### src/hdl/ffpa_pkg.sv
package ffpa_pkg;

   // bitmap row width and the bit-select width within a row
   localparam int WORD_BITS = 64;
   localparam int SEL_W = 6;

   // field widths
   localparam int CMD_W = 2;
   localparam int IDX_W = 11;
   localparam int STATUS_W = 2;
   localparam int COUNT_W = 12;

   localparam logic [CMD_W-1:0] CMD_ALLOC   = 2'd0;
   localparam logic [CMD_W-1:0] CMD_RELEASE = 2'd1;
   localparam logic [CMD_W-1:0] CMD_CLEAR   = 2'd2;

   localparam logic [STATUS_W-1:0] STATUS_OK       = 2'd0;
   localparam logic [STATUS_W-1:0] STATUS_FULL     = 2'd1;
   localparam logic [STATUS_W-1:0] STATUS_FREE_REL = 2'd2;

   typedef enum logic [1:0] {
      ST_IDLE,
      ST_READ,
      ST_CHECK,
      ST_DONE
   } state_type;

   typedef struct packed {
      logic                 found;
      logic [SEL_W-1:0]     pos;
      logic [WORD_BITS-1:0] onehot;
   } zero_hit_type;

endpackage

### src/hdl/ffpa_find_zero.sv
module ffpa_find_zero (
   input  logic [ffpa_pkg::WORD_BITS-1:0] word,
   output ffpa_pkg::zero_hit_type         hit
);
   import ffpa_pkg::*;

   logic [WORD_BITS-1:0] free_bits;
   logic [WORD_BITS-1:0] lowest;

   // lowest zero of word isolated as ~word & (word + 1)
   assign free_bits = ~word;
   assign lowest = free_bits & (word + WORD_BITS'(1));

   always_comb begin
      hit.found = |free_bits;
      hit.onehot = lowest;
      hit.pos = '0;
      for (int j = 0; j < WORD_BITS; j++) begin
         if (lowest[j]) begin
            hit.pos = hit.pos | SEL_W'(j);
         end
      end
   end

endmodule

### src/hdl/first_free_pool_allocator.sv
// First-fit pool allocator over a bitmap of in-use flags.
// Request channel (req_): req_tuser is the command (allocate, release, clear),
// req_tdata carries the entry index used by release. Result channel (rsp_):
// one word per request with the granted index, a status code and the count
// of entries in use after the operation.
// The bitmap sits in a memory of 64-bit rows. One find-first-zero unit is
// reused for every row of an allocate scan; each row visited passes a
// memory read state, then a check state. A next-row hint skips rows known
// full, so an allocate scans from the hint up (1 to ROWS rows). Release
// reads and checks one row; clear, the unused command, an out-of-range
// release and an allocate on a pool known full go straight to the result.
// One request is in work at a time; req_tready is high only while the
// sequencer is idle.
// The result sits in an output register, so a new request is taken while a
// result waits; a finished result then holds until rsp_tready frees it.
// Rows from the fill mark up read as all free, so reset and clear need no
// sweep of the memory.
module first_free_pool_allocator #(
   parameter int POOL_ENTRIES = 2048
) (
   input  logic        clock,
   input  logic        reset,
   input  logic        req_tvalid,
   output logic        req_tready,
   input  logic [15:0] req_tdata,   // entry_index[10:0], zero fill
   input  logic [1:0]  req_tuser,   // cmd[1:0]
   output logic        rsp_tvalid,
   input  logic        rsp_tready,
   output logic [31:0] rsp_tdata    // granted_index[10:0], status[12:11],
                                    // used_count[24:13], zero fill
);
   import ffpa_pkg::*;

   localparam int ROWS = (POOL_ENTRIES + WORD_BITS - 1) / WORD_BITS;
   localparam int ROW_W = (ROWS > 1) ? $clog2(ROWS) : 1;
   localparam int MARK_W = $clog2(ROWS + 1);
   localparam int ENTRY_W = ROW_W + SEL_W;
   localparam int CNT_W = $clog2(POOL_ENTRIES + 1);
   localparam int LAST_BITS = POOL_ENTRIES - (ROWS - 1) * WORD_BITS;
   localparam logic [WORD_BITS-1:0] TAIL_MASK = (LAST_BITS >= WORD_BITS) ? '0 :
      ~((WORD_BITS'(1) << LAST_BITS) - WORD_BITS'(1));
   localparam logic [MARK_W-1:0] LAST_ROW = MARK_W'(ROWS - 1);
   localparam logic [MARK_W-1:0] ALL_ROWS = MARK_W'(ROWS);

   state_type state_ff, state_in;
   logic [CMD_W-1:0] cmd_ff, cmd_in;
   logic [MARK_W-1:0] row_ff, row_in;
   logic [SEL_W-1:0] bit_ff, bit_in;
   logic [MARK_W-1:0] hint_ff, hint_in;
   logic [MARK_W-1:0] fill_ff, fill_in;
   logic [CNT_W-1:0] count_ff, count_in;
   logic [ENTRY_W-1:0] res_idx_ff, res_idx_in;
   logic [STATUS_W-1:0] res_status_ff, res_status_in;
   logic rsp_valid_ff, rsp_valid_in;
   logic [31:0] rsp_data_ff, rsp_data_in;

   logic [WORD_BITS-1:0] map_mem [ROWS];
   logic [WORD_BITS-1:0] map_q;
   logic map_we;
   logic [WORD_BITS-1:0] map_wdata;

   logic [WORD_BITS-1:0] row_word;
   zero_hit_type hit;
   logic [IDX_W-1:0] req_idx;
   logic idx_in_range;

   assign req_idx = req_tdata[IDX_W-1:0];
   assign idx_in_range = (32'(req_idx) < 32'(POOL_ENTRIES));

   // rows at or above the fill mark were never written since clear; tail bits act used
   assign row_word = ((row_ff < fill_ff) ? map_q : '0) |
                     ((row_ff == LAST_ROW) ? TAIL_MASK : '0);

   ffpa_find_zero u_find_zero (
      .word (row_word),
      .hit  (hit)
   );

   always_ff @(posedge clock) begin
      if (map_we) begin
         map_mem[row_ff[ROW_W-1:0]] <= map_wdata;
      end
      map_q <= map_mem[row_ff[ROW_W-1:0]];
   end

   always_ff @(posedge clock) begin
      if (reset) begin
         state_ff <= ST_IDLE;
         hint_ff <= '0;
         fill_ff <= '0;
         count_ff <= '0;
         rsp_valid_ff <= 1'b0;
      end else begin
         state_ff <= state_in;
         hint_ff <= hint_in;
         fill_ff <= fill_in;
         count_ff <= count_in;
         rsp_valid_ff <= rsp_valid_in;
      end
   end

   always_ff @(posedge clock) begin
      cmd_ff <= cmd_in;
      row_ff <= row_in;
      bit_ff <= bit_in;
      res_idx_ff <= res_idx_in;
      res_status_ff <= res_status_in;
      rsp_data_ff <= rsp_data_in;
   end

   always_comb begin
      state_in = state_ff;
      cmd_in = cmd_ff;
      row_in = row_ff;
      bit_in = bit_ff;
      hint_in = hint_ff;
      fill_in = fill_ff;
      count_in = count_ff;
      res_idx_in = res_idx_ff;
      res_status_in = res_status_ff;
      rsp_valid_in = rsp_valid_ff & ~rsp_tready;
      rsp_data_in = rsp_data_ff;
      map_we = 1'b0;
      map_wdata = row_word;
      req_tready = 1'b0;

      unique case (state_ff)
         ST_IDLE: begin
            req_tready = 1'b1;
            if (req_tvalid) begin
               cmd_in = req_tuser;
               res_idx_in = '0;
               res_status_in = STATUS_OK;
               state_in = ST_DONE;
               case (req_tuser)
                  CMD_ALLOC: begin
                     if (hint_ff == ALL_ROWS) begin
                        res_status_in = STATUS_FULL;
                     end else begin
                        row_in = hint_ff;
                        state_in = ST_READ;
                     end
                  end
                  CMD_RELEASE: begin
                     if (idx_in_range) begin
                        row_in = MARK_W'(req_idx >> SEL_W);
                        bit_in = req_idx[SEL_W-1:0];
                        state_in = ST_READ;
                     end else begin
                        res_status_in = STATUS_FREE_REL;
                     end
                  end
                  CMD_CLEAR: begin
                     hint_in = '0;
                     fill_in = '0;
                     count_in = '0;
                  end
                  default: begin
                  end
               endcase
            end
         end
         ST_READ: begin
            state_in = ST_CHECK;
         end
         ST_CHECK: begin
            if (cmd_ff == CMD_ALLOC) begin
               if (hit.found) begin
                  map_we = 1'b1;
                  map_wdata = row_word | hit.onehot;
                  if (row_ff == fill_ff) begin
                     fill_in = fill_ff + MARK_W'(1);
                  end
                  hint_in = row_ff;
                  count_in = count_ff + CNT_W'(1);
                  res_idx_in = {row_ff[ROW_W-1:0], hit.pos};
                  state_in = ST_DONE;
               end else if (row_ff == LAST_ROW) begin
                  // every row full: later allocates answer at once
                  hint_in = ALL_ROWS;
                  res_status_in = STATUS_FULL;
                  state_in = ST_DONE;
               end else begin
                  row_in = row_ff + MARK_W'(1);
                  state_in = ST_READ;
               end
            end else begin
               if (row_word[bit_ff]) begin
                  map_we = 1'b1;
                  map_wdata = row_word & ~(WORD_BITS'(1) << bit_ff);
                  count_in = count_ff - CNT_W'(1);
                  if (row_ff < hint_ff) begin
                     hint_in = row_ff;
                  end
               end else begin
                  res_status_in = STATUS_FREE_REL;
               end
               state_in = ST_DONE;
            end
         end
         ST_DONE: begin
            if (!rsp_valid_ff || rsp_tready) begin
               rsp_valid_in = 1'b1;
               rsp_data_in = {7'd0, COUNT_W'(count_ff), res_status_ff,
                              IDX_W'(res_idx_ff)};
               state_in = ST_IDLE;
            end
         end
         default: begin
            state_in = ST_IDLE;
         end
      endcase
   end

   assign rsp_tvalid = rsp_valid_ff;
   assign rsp_tdata = rsp_data_ff;

`ifndef SYNTHESIS
   a_count_bound: assert property (@(posedge clock) disable iff (reset)
      32'(count_ff) <= 32'(POOL_ENTRIES))
      else $error("in-use count above pool size");

   a_hint_below_fill: assert property (@(posedge clock) disable iff (reset)
      hint_ff <= fill_ff)
      else $error("scan hint above fill mark");

   a_one_in_work: assert property (@(posedge clock) disable iff (reset)
      (req_tvalid && req_tready) |=> !req_tready)
      else $error("request taken while another is in work");

   a_write_in_check: assert property (@(posedge clock) disable iff (reset)
      map_we |-> (state_ff == ST_CHECK) && (row_ff <= fill_ff))
      else $error("bitmap write outside check or above fill mark");
`endif

endmodule

### config.mk
export PLATFORM = sky130hd
export DESIGN_NAME = first_free_pool_allocator
export DESIGN_NICKNAME = d
export VERILOG_FILES = /design/src/hdl/ffpa_pkg.sv /design/src/hdl/ffpa_find_zero.sv /design/src/hdl/first_free_pool_allocator.sv
export SDC_FILE = /design/constraint.sdc
export NUM_CORES = 2
export LEC_CHECK = 0
export ABC_AREA = 1
export ABC_CLOCK_PERIOD_IN_PS = 13400
export BUFFER_PORTS_ARGS = -buffer_cell sky130_fd_sc_hd__buf_4
export CORE_UTILIZATION = 45
export DETAILED_ROUTE_END_ITERATION = 16
export PLACE_DENSITY = 0.66
export SLEW_MARGIN = 20
export SYNTH_ARGS = -nofsm -noshare
export SYNTH_HDL_FRONTEND = slang
export SYNTH_SLANG_ARGS = --single-unit
### constraint.sdc
create_clock -name clock -period 13.4 [get_ports clock]
set_input_delay 2.68 -clock clock [delete_from_list [all_inputs] [get_ports clock]]
set_output_delay 2.68 -clock clock [all_outputs]
set_load 0.02 [all_outputs]
; Word level (Yosys, flattened, before mapping)
; Memory sizes are Yosys's and may differ from the RTL's. A register that Yosys moved wholly into a read port is not among the register bits.
; Cells that the tools add are included.
[word_totals]
ff_bits = 86
memories = 1
word_cells = 298
in_bits = 22
ram_bits = 2048
output_inout_bits = 34
[op_classes]
shifts = 1
mux = 227
addsub = 5
bitwise_logic = 7
n_eq_ne = 26
magnitude_cmp = 3
n_reduce_logical = 17
[mem_list]
columns = name, words, word_bits, read_ports, rd_ports_with_merged_regs, write_ports, line
row1 = map_mem, 32, 64, 1, 1, 1, first_free_pool_allocator.sv:57  ; logic [WORD_BITS-1:0] map_mem [ROWS];
[ops]
columns = op, n
row1 = $mux 64, 10
row2 = $mux 6, 90
row3 = $mux 12, 13
row4 = $and 64x64->64, 2
row5 = $not 64->64, 2
row6 = $mux 2, 48
row7 = $mux 5, 16
row8 = $mux 11, 7
row9 = $add 64x1->64 const B, 1
row10 = $mux 32, 2
row11 = $or 64x64->64, 1
row12 = $reduce_or 64->1, 1
row13 = $shl 1x6->64 const A, 1
row14 = $pmux 6 s2, 4
row15 = $mux 4, 8
row16 = $pmux 12 s2, 1
row17 = $pmux 11 s2, 1
row18 = $ne 3x3->1 const B, 7
row19 = $mux 1, 18
row20 = $ne 2x2->1 const B, 7
row21 = $add 12x1->12 const B, 1
row22 = $add 6x1->6 const B, 2
row23 = $lt 6x6->1, 2
row24 = $mux 3, 4
row25 = other kinds (25), 37

; Logic depth before layout (Yosys ltp)
[logic_depth]
word_depth = 73
depth_mapped = 32
ltp_nobuf = 26

; Hierarchy
; From an unflattened synthesis, not the netlist that was laid out.
[hier_totals]
cells_unflattened = 7033
hier_area_um2 = 88645.0
[by_module_without_submodules]
columns = module, instances, seq_area_each_um2, cells_per_inst, area_each_um2
row1 = first_free_pool_allocator, 1, 64882.2, 6414, 85789.8
row2 = ffpa_find_zero, 1, 0.0, 619, 2855.2

; Least setup slack after synthesis
; OpenSTA, ideal clock, no wires.
[synth_timing]
kind = register -> register
start = reg row_ff[0]
end = mem map_mem[0][0], enable pin
setup_time_ns = 0.486
path_buffers = 8
path_stages_with_launch = 29
setup_slack_ns = 6.513
period_less_slack_ns = 6.887
arrival_time_ns = 6.401
path_cell_list = edfxtp_1 -> clkbuf_1 -> inv_1 -> clkbuf_1 -> clkbuf_1 -> clkbuf_1 -> clkbuf_1 -> ha_1 -> inv_1 -> nand2_1 -> nand2_1 -> nand2_2 -> inv_2 -> nor2_8 -> buf_8 -> buf_8 -> buf_4 -> nand2_1 -> nand2_1 -> o2111ai_1 -> nand2_1 -> nand3_1 -> nand3_1 -> nand3_1 -> nand2_1 -> nand2_1 -> nand2_2 -> nand2_2 -> nor2_1
[synth_between]
elab_chain_len = 12
[synth_lines]
columns = element, line
row1 = "start, declared", first_free_pool_allocator.sv:47  ; logic [MARK_W-1:0] row_ff, row_in;
row2 = "start signal, assigned", first_free_pool_allocator.sv:104  ; row_ff <= row_in;
row3 = $lt 6x6->1, first_free_pool_allocator.sv:71  ; assign row_word = ((row_ff < fill_ff) ? map_q : '0) |
row4 = $mux 64, first_free_pool_allocator.sv:71
row5 = $bmux 1 s6 / $not 64->64 (equally long branches), "first_free_pool_allocator.sv:188, ffpa_find_zero.sv:11"
row6 = $mux 1 (not written as such) / $reduce_or 64->1 (equally long branches), "first_free_pool_allocator.sv:188, ffpa_find_zero.sv:15"
row7 = $mux 1 (on tied branches), "first_free_pool_allocator.sv:188, first_free_pool_allocator.sv:168"
row8 = $mux 1, first_free_pool_allocator.sv:167  ; if (cmd_ff == CMD_ALLOC) begin
row9 = $mux 1, first_free_pool_allocator.sv:127  ; unique case (state_ff)
row10 = $mux 1, first_free_pool_allocator.sv:167
row11 = $mux 1 (2 in a row), first_free_pool_allocator.sv:127
row12 = $mux 1, first_free_pool_allocator.sv:80  ; if (map_we) begin
row13 = $mux 1 (not written as such), first_free_pool_allocator.sv:81  ; map_mem[row_ff[ROW_W-1:0]] <= map_wdata;
row14 = "end, declared", first_free_pool_allocator.sv:57
; Parallel ways exist; a longest one is shown, timed or not. The select of a mux whose other input is x is not followed.

; Final worst setup path
[layout_timing]
start = reg row_ff[0]
end = mem map_mem[12][3], enable pin
; Same word-level chain as after synthesis.

==> metrics.md <==
| Metric | Value |
|---|---|
| Worst-path cell chain | inv_8 > ha_1 > inv_1 > nand2_1 > nand2_1 > nand2_2 > inv_2 > nor2_8 > buf_4 > nand2_1 > o22ai_1 > nand2_1 > nand3_1 > a21oi_1 > o21ai_0 > nand3_1 > nand2_1 > nand2_1 > nand2_2 > nand2_2 > nor2_4 > buf_4 > buf_4 |
| Largest net degree at the start of global routing | 221 |
| Drt drc | 0 |
| Initial core utilization | 45.48% |
| Synthesis-stage register bit count | 2191 |
| Post-DP Area | 91570 µm² |
| CP arrival | 7.73 ns |
| Area of the die | 197000 µm² |
| Htree depth | 4 |
| Antenna Cells | 0 |
| Number of global-route vias before repair | 54730 |
| CP required | 13.89 ns |
| Post-synthesis simple-gate area fraction | 9.588% |
| Adder-cell share of the synthesized area | 0.3930% |
| Final instance area | 98650 µm² |
| Endpoints failing setup | 0 |
| Leak | 32.02 nW |
| Worst path buffer plus inverter count | 6 |
| Cells after Synth | 6896 |
| Die H | 443.9 µm |
| Core region area | 193200 µm² |
| Final hold violation count | 0 |
| Largest family of logic cells by synthesized area | compound AO/OA/AOI/OAI gates |
| R2R setup slack | 6.16 ns |
| CP endpoint kind | register |
| Clk root buf | clkbuf_16 |
| Max Clk Rate | 138.1 MHz |
| Top_reg_cell synth | edfxtp_1 |
| Crit-path leading delay family | simple AND/OR/NAND/NOR gates |
| Status | complete, no violations |
| Pre-antenna DRT Iters | 8 |
| Number of synthesized flops with an enable pin | 2100 |
| Worst Hold Class | reg2reg |
| Area leader, netlist | edfxtp_1 |
| PortBufs | 43 |
| Yosys Warn Count | 0 |
| Unique masters post-synth | 56 |
| Sequential fraction of the synthesis area | 73.84% |
| GR Util All Layers | 25.73% |
| RSZ-0062 raised after global routing | false |
| Crit-path slowest cell | nor2_4 |
| Slew Viols, Final | 0 |
| Initial antenna violation count | 7 |
| Reg-to-reg endpoint | map_mem[12][3] |
| Die Span X | 443.9 µm |
| Total power draw | 0.01601 W |
| Post-Route WL | 259300 µm |
| Slew HR | 18.06% |
| Share of cells above drive strength 1 | 9.476% |
| Clock slew at reported path FFs | 0.06 ns |
| CTS tree | built |
| Reg2reg path depth | 23 |
| Drt initial violations | 6929 |
| Clock Skews | 0.03830 ns |
| Compound-cell area share of the yosys netlist | 13.16% |
| Pwr Density | 162.3 nW/µm² |
| Vias | 58870 |
| Avg Cell Area, Syn | 12.74 µm² |
| R2r startpoint | row_ff[0] |
| Slowest Stage Delay on Critical Path | 0.81 ns |
| Area Growth Syn to Fin | 12.27% |
| Hold Buf Count CTS | 0 |
| DR vias/cell | 6.154 |
| Final nets | 6906 |
| CTS max path bufs | 3 |
| Crit path max fanout | 92 |
| IO Pins | 56 |
| Ranking of synthesized cells by area | edfxtp_1 72%, o21ai_0 6.0%, nor2_1 5.5% |
| Worst Tran Pin Value | 1.220 ns |
| FP Rows | 161 |
| Dpl cells | 9174 |
| HPWL Detailed | 140500 µm |
| Setup CP Type | reg2reg |
| XOR/XNOR Fraction of Synth Area | 0.04984% |
| Most Frequent Cell on Critical Path | nand2_1 |
| Fin crit share | 54.05% |
| Worst setup endpoint | map_mem[12][3] |
| GPL Wtd Cong | 1.014 |
| PostCTS Resize Cnt | 0 |
| Multiplexer area fraction after synthesis | 0% |
| Setup crit start | row_ff[0] |
| CTS Buf Count | 206 |
| Clk_lat worst skew | 0.87 ns |
| Post-CTS Repair Setup Buffers | 0 |
| Max VDD drop | 0.1088 mV |
| Setup crit start kind | register |
| Clock sinks | 2191 |
| Final cell count without fillers | 9565 |
| Hold WS | 0.4184 ns |
| Routed Antenna Nets | 0 |
| Cell Area, Synth | 87870 µm² |
| Max capacitance violation total | 0 |
| Per-cell routed wire length | 27.11 µm |
| Share of the synthesized area in the top cell type | 71.77% |
| Post-layout min period | 7.243 ns |
| First-pass GRT wire length | 373200 µm |
| Sum of negative setup slack | 0 ns |
| GRT Residual Overflow | 0 |
| Asr flop ratio synth | 0% |
| Crit. path cell count | 23 |
-- synthesized netlist by cell type, drive strengths merged, types with 4 or more instances --
| cell | instances |
|---|---|
| a21oi | 65 |
| a221oi | 120 |
| a22o | 117 |
| a31oi | 5 |
| buf | 47 |
| clkbuf | 400 |
| clkinv | 6 |
| dfxtp | 91 |
| edfxtp | 2100 |
| ha | 26 |
| inv | 213 |
| nand2 | 404 |
| nand3 | 144 |
| nand3b | 6 |
| nand4 | 66 |
| nor2 | 1304 |
| nor3 | 97 |
| nor4 | 11 |
| o2111ai | 7 |
| o211ai | 4 |
| o21ai | 1084 |
| o22ai | 550 |
| xor2 | 5 |
-- power by group --
| group | leakage, nW | internal (W) | switching [W] | total, W |
|---|---|---|---|---|
| clock network | 3.36 | 0.00336 | 0.00252 | 0.00588 |
| logic | 8.55 | 0.000509 | 0.00155 | 0.00206 |
| registers | 20.1 | 0.00792 | 0.000145 | 0.00806 |
| total | 32.0 | 0.0118 | 0.00422 | 0.0160 |
-- through the flow --
stage	worst slack (ns)	utilization (%)
after floorplan	6.513	-
after global placement	6.321	47.35
after detailed placement	6.349	47.40
after CTS	6.310	50.97
after global routing	5.918	51.06
final	6.157	51.06
-- kinds of logic after synthesis --
logic type | count (synthesis)
buffers and inverters | 666
xor gates and xnor gates | 5
DFF | 2191
and+or+nand+nor | 2036
adders and majority gates | 27
other | 1
AOI/OAI and AO/OA | 1970
-- per-layer routing --
layer	vias up	wire, µm	part of all wire [%]	GRT usage (%)
li1	25710	-	-	-
met1	29640	105800	41	36.53
met2	3052	120600	47	40.55
met3	460	24700	9.5	4.288
met4	6	8161	3.1	8.184
met5	-	41	0.016	0
-- cells in the final DEF (no fill, tap or decap), types with 11 or more instances in the layout --
master / n
nand2_1: 385
clkbuf_8: 29
o22ai_2: 15
nor2_1: 1245
dfxtp_1: 91
bufinv_16: 15
nor2_4: 43
nor4_1: 11
nand4_1: 64
nor3_1: 88
o22ai_1: 519
o21ai_4: 13
buf_12: 12
a21oi_1: 60
clkinv_2: 29
a22o_1: 117
clkbuf_16: 210
nand2_2: 17
clkbuf_1: 70
buf_4: 177
nor2_2: 15
a221oi_1: 120
edfxtp_1: 2100
o21ai_0: 1058
o22ai_4: 16
clkinv_1: 25
inv_1: 201
nand3_1: 135
ha_1: 26
-- layout make-up --
type | count | area [µm²]
clock buffers | 309 | 5917
repair buffers | 194 | 1629
clock inverters | 81 | 980.9
multi-input cells | 4045 | 21230
well taps | 2526 | 3161
fillers | 16070 | 94540
inverters | 219 | 844.6
flip-flops and latches | 2191 | 64880
-- worst register-to-register path, cell delays in order (launching register included) --
cell      delay, ns
edfxtp_1       0.61
inv_8          0.47
ha_1           0.25
inv_1          0.04
nand2_1        0.05
nand2_1        0.06
nand2_2        0.24
inv_2          0.11
nor2_8         0.08
buf_4          0.64
nand2_1        0.54
o22ai_1        0.29
nand2_1        0.08
nand3_1        0.14
a21oi_1        0.09
o21ai_0        0.19
nand3_1        0.22
nand2_1        0.11
nand2_1        0.09
nand2_2        0.26
nand2_2        0.34
nor2_4         0.81
buf_4          0.53
buf_4          0.57
-- how the worst min path moves through the flow --
| stage | start | endpoint | slack (ns) | depth (start not counted) |
|---|---|---|---|---|
| floorplan | res_idx_ff[0] | rsp_tdata[0] | 0.40 | 0 |
| global placement | res_idx_ff[5] | rsp_tdata[5] | 0.41 | 0 |
| detailed placement | res_idx_ff[6] | rsp_tdata[6] | 0.40 | 0 |
| CTS | res_idx_ff[6] | rsp_tdata[6] | 0.42 | 0 |
| global route | res_idx_ff[4] | rsp_tdata[4] | 0.43 | 0 |
| finish | res_idx_ff[6] | rsp_tdata[6] | 0.42 | 0 |
-- flip-flops by register name (all words and copies together), names as in the netlist --
name	flops
row_ff	6
rsp_tvalid	1
hint_ff	6
fill_ff	6
cmd_ff	2
map_mem	2048
res_status_ff	2
state_ff	2
res_idx_ff	11
map_q	64
rsp_tdata	25
count_ff	12
bit_ff	6
Power figures use the tool's default switching activity.
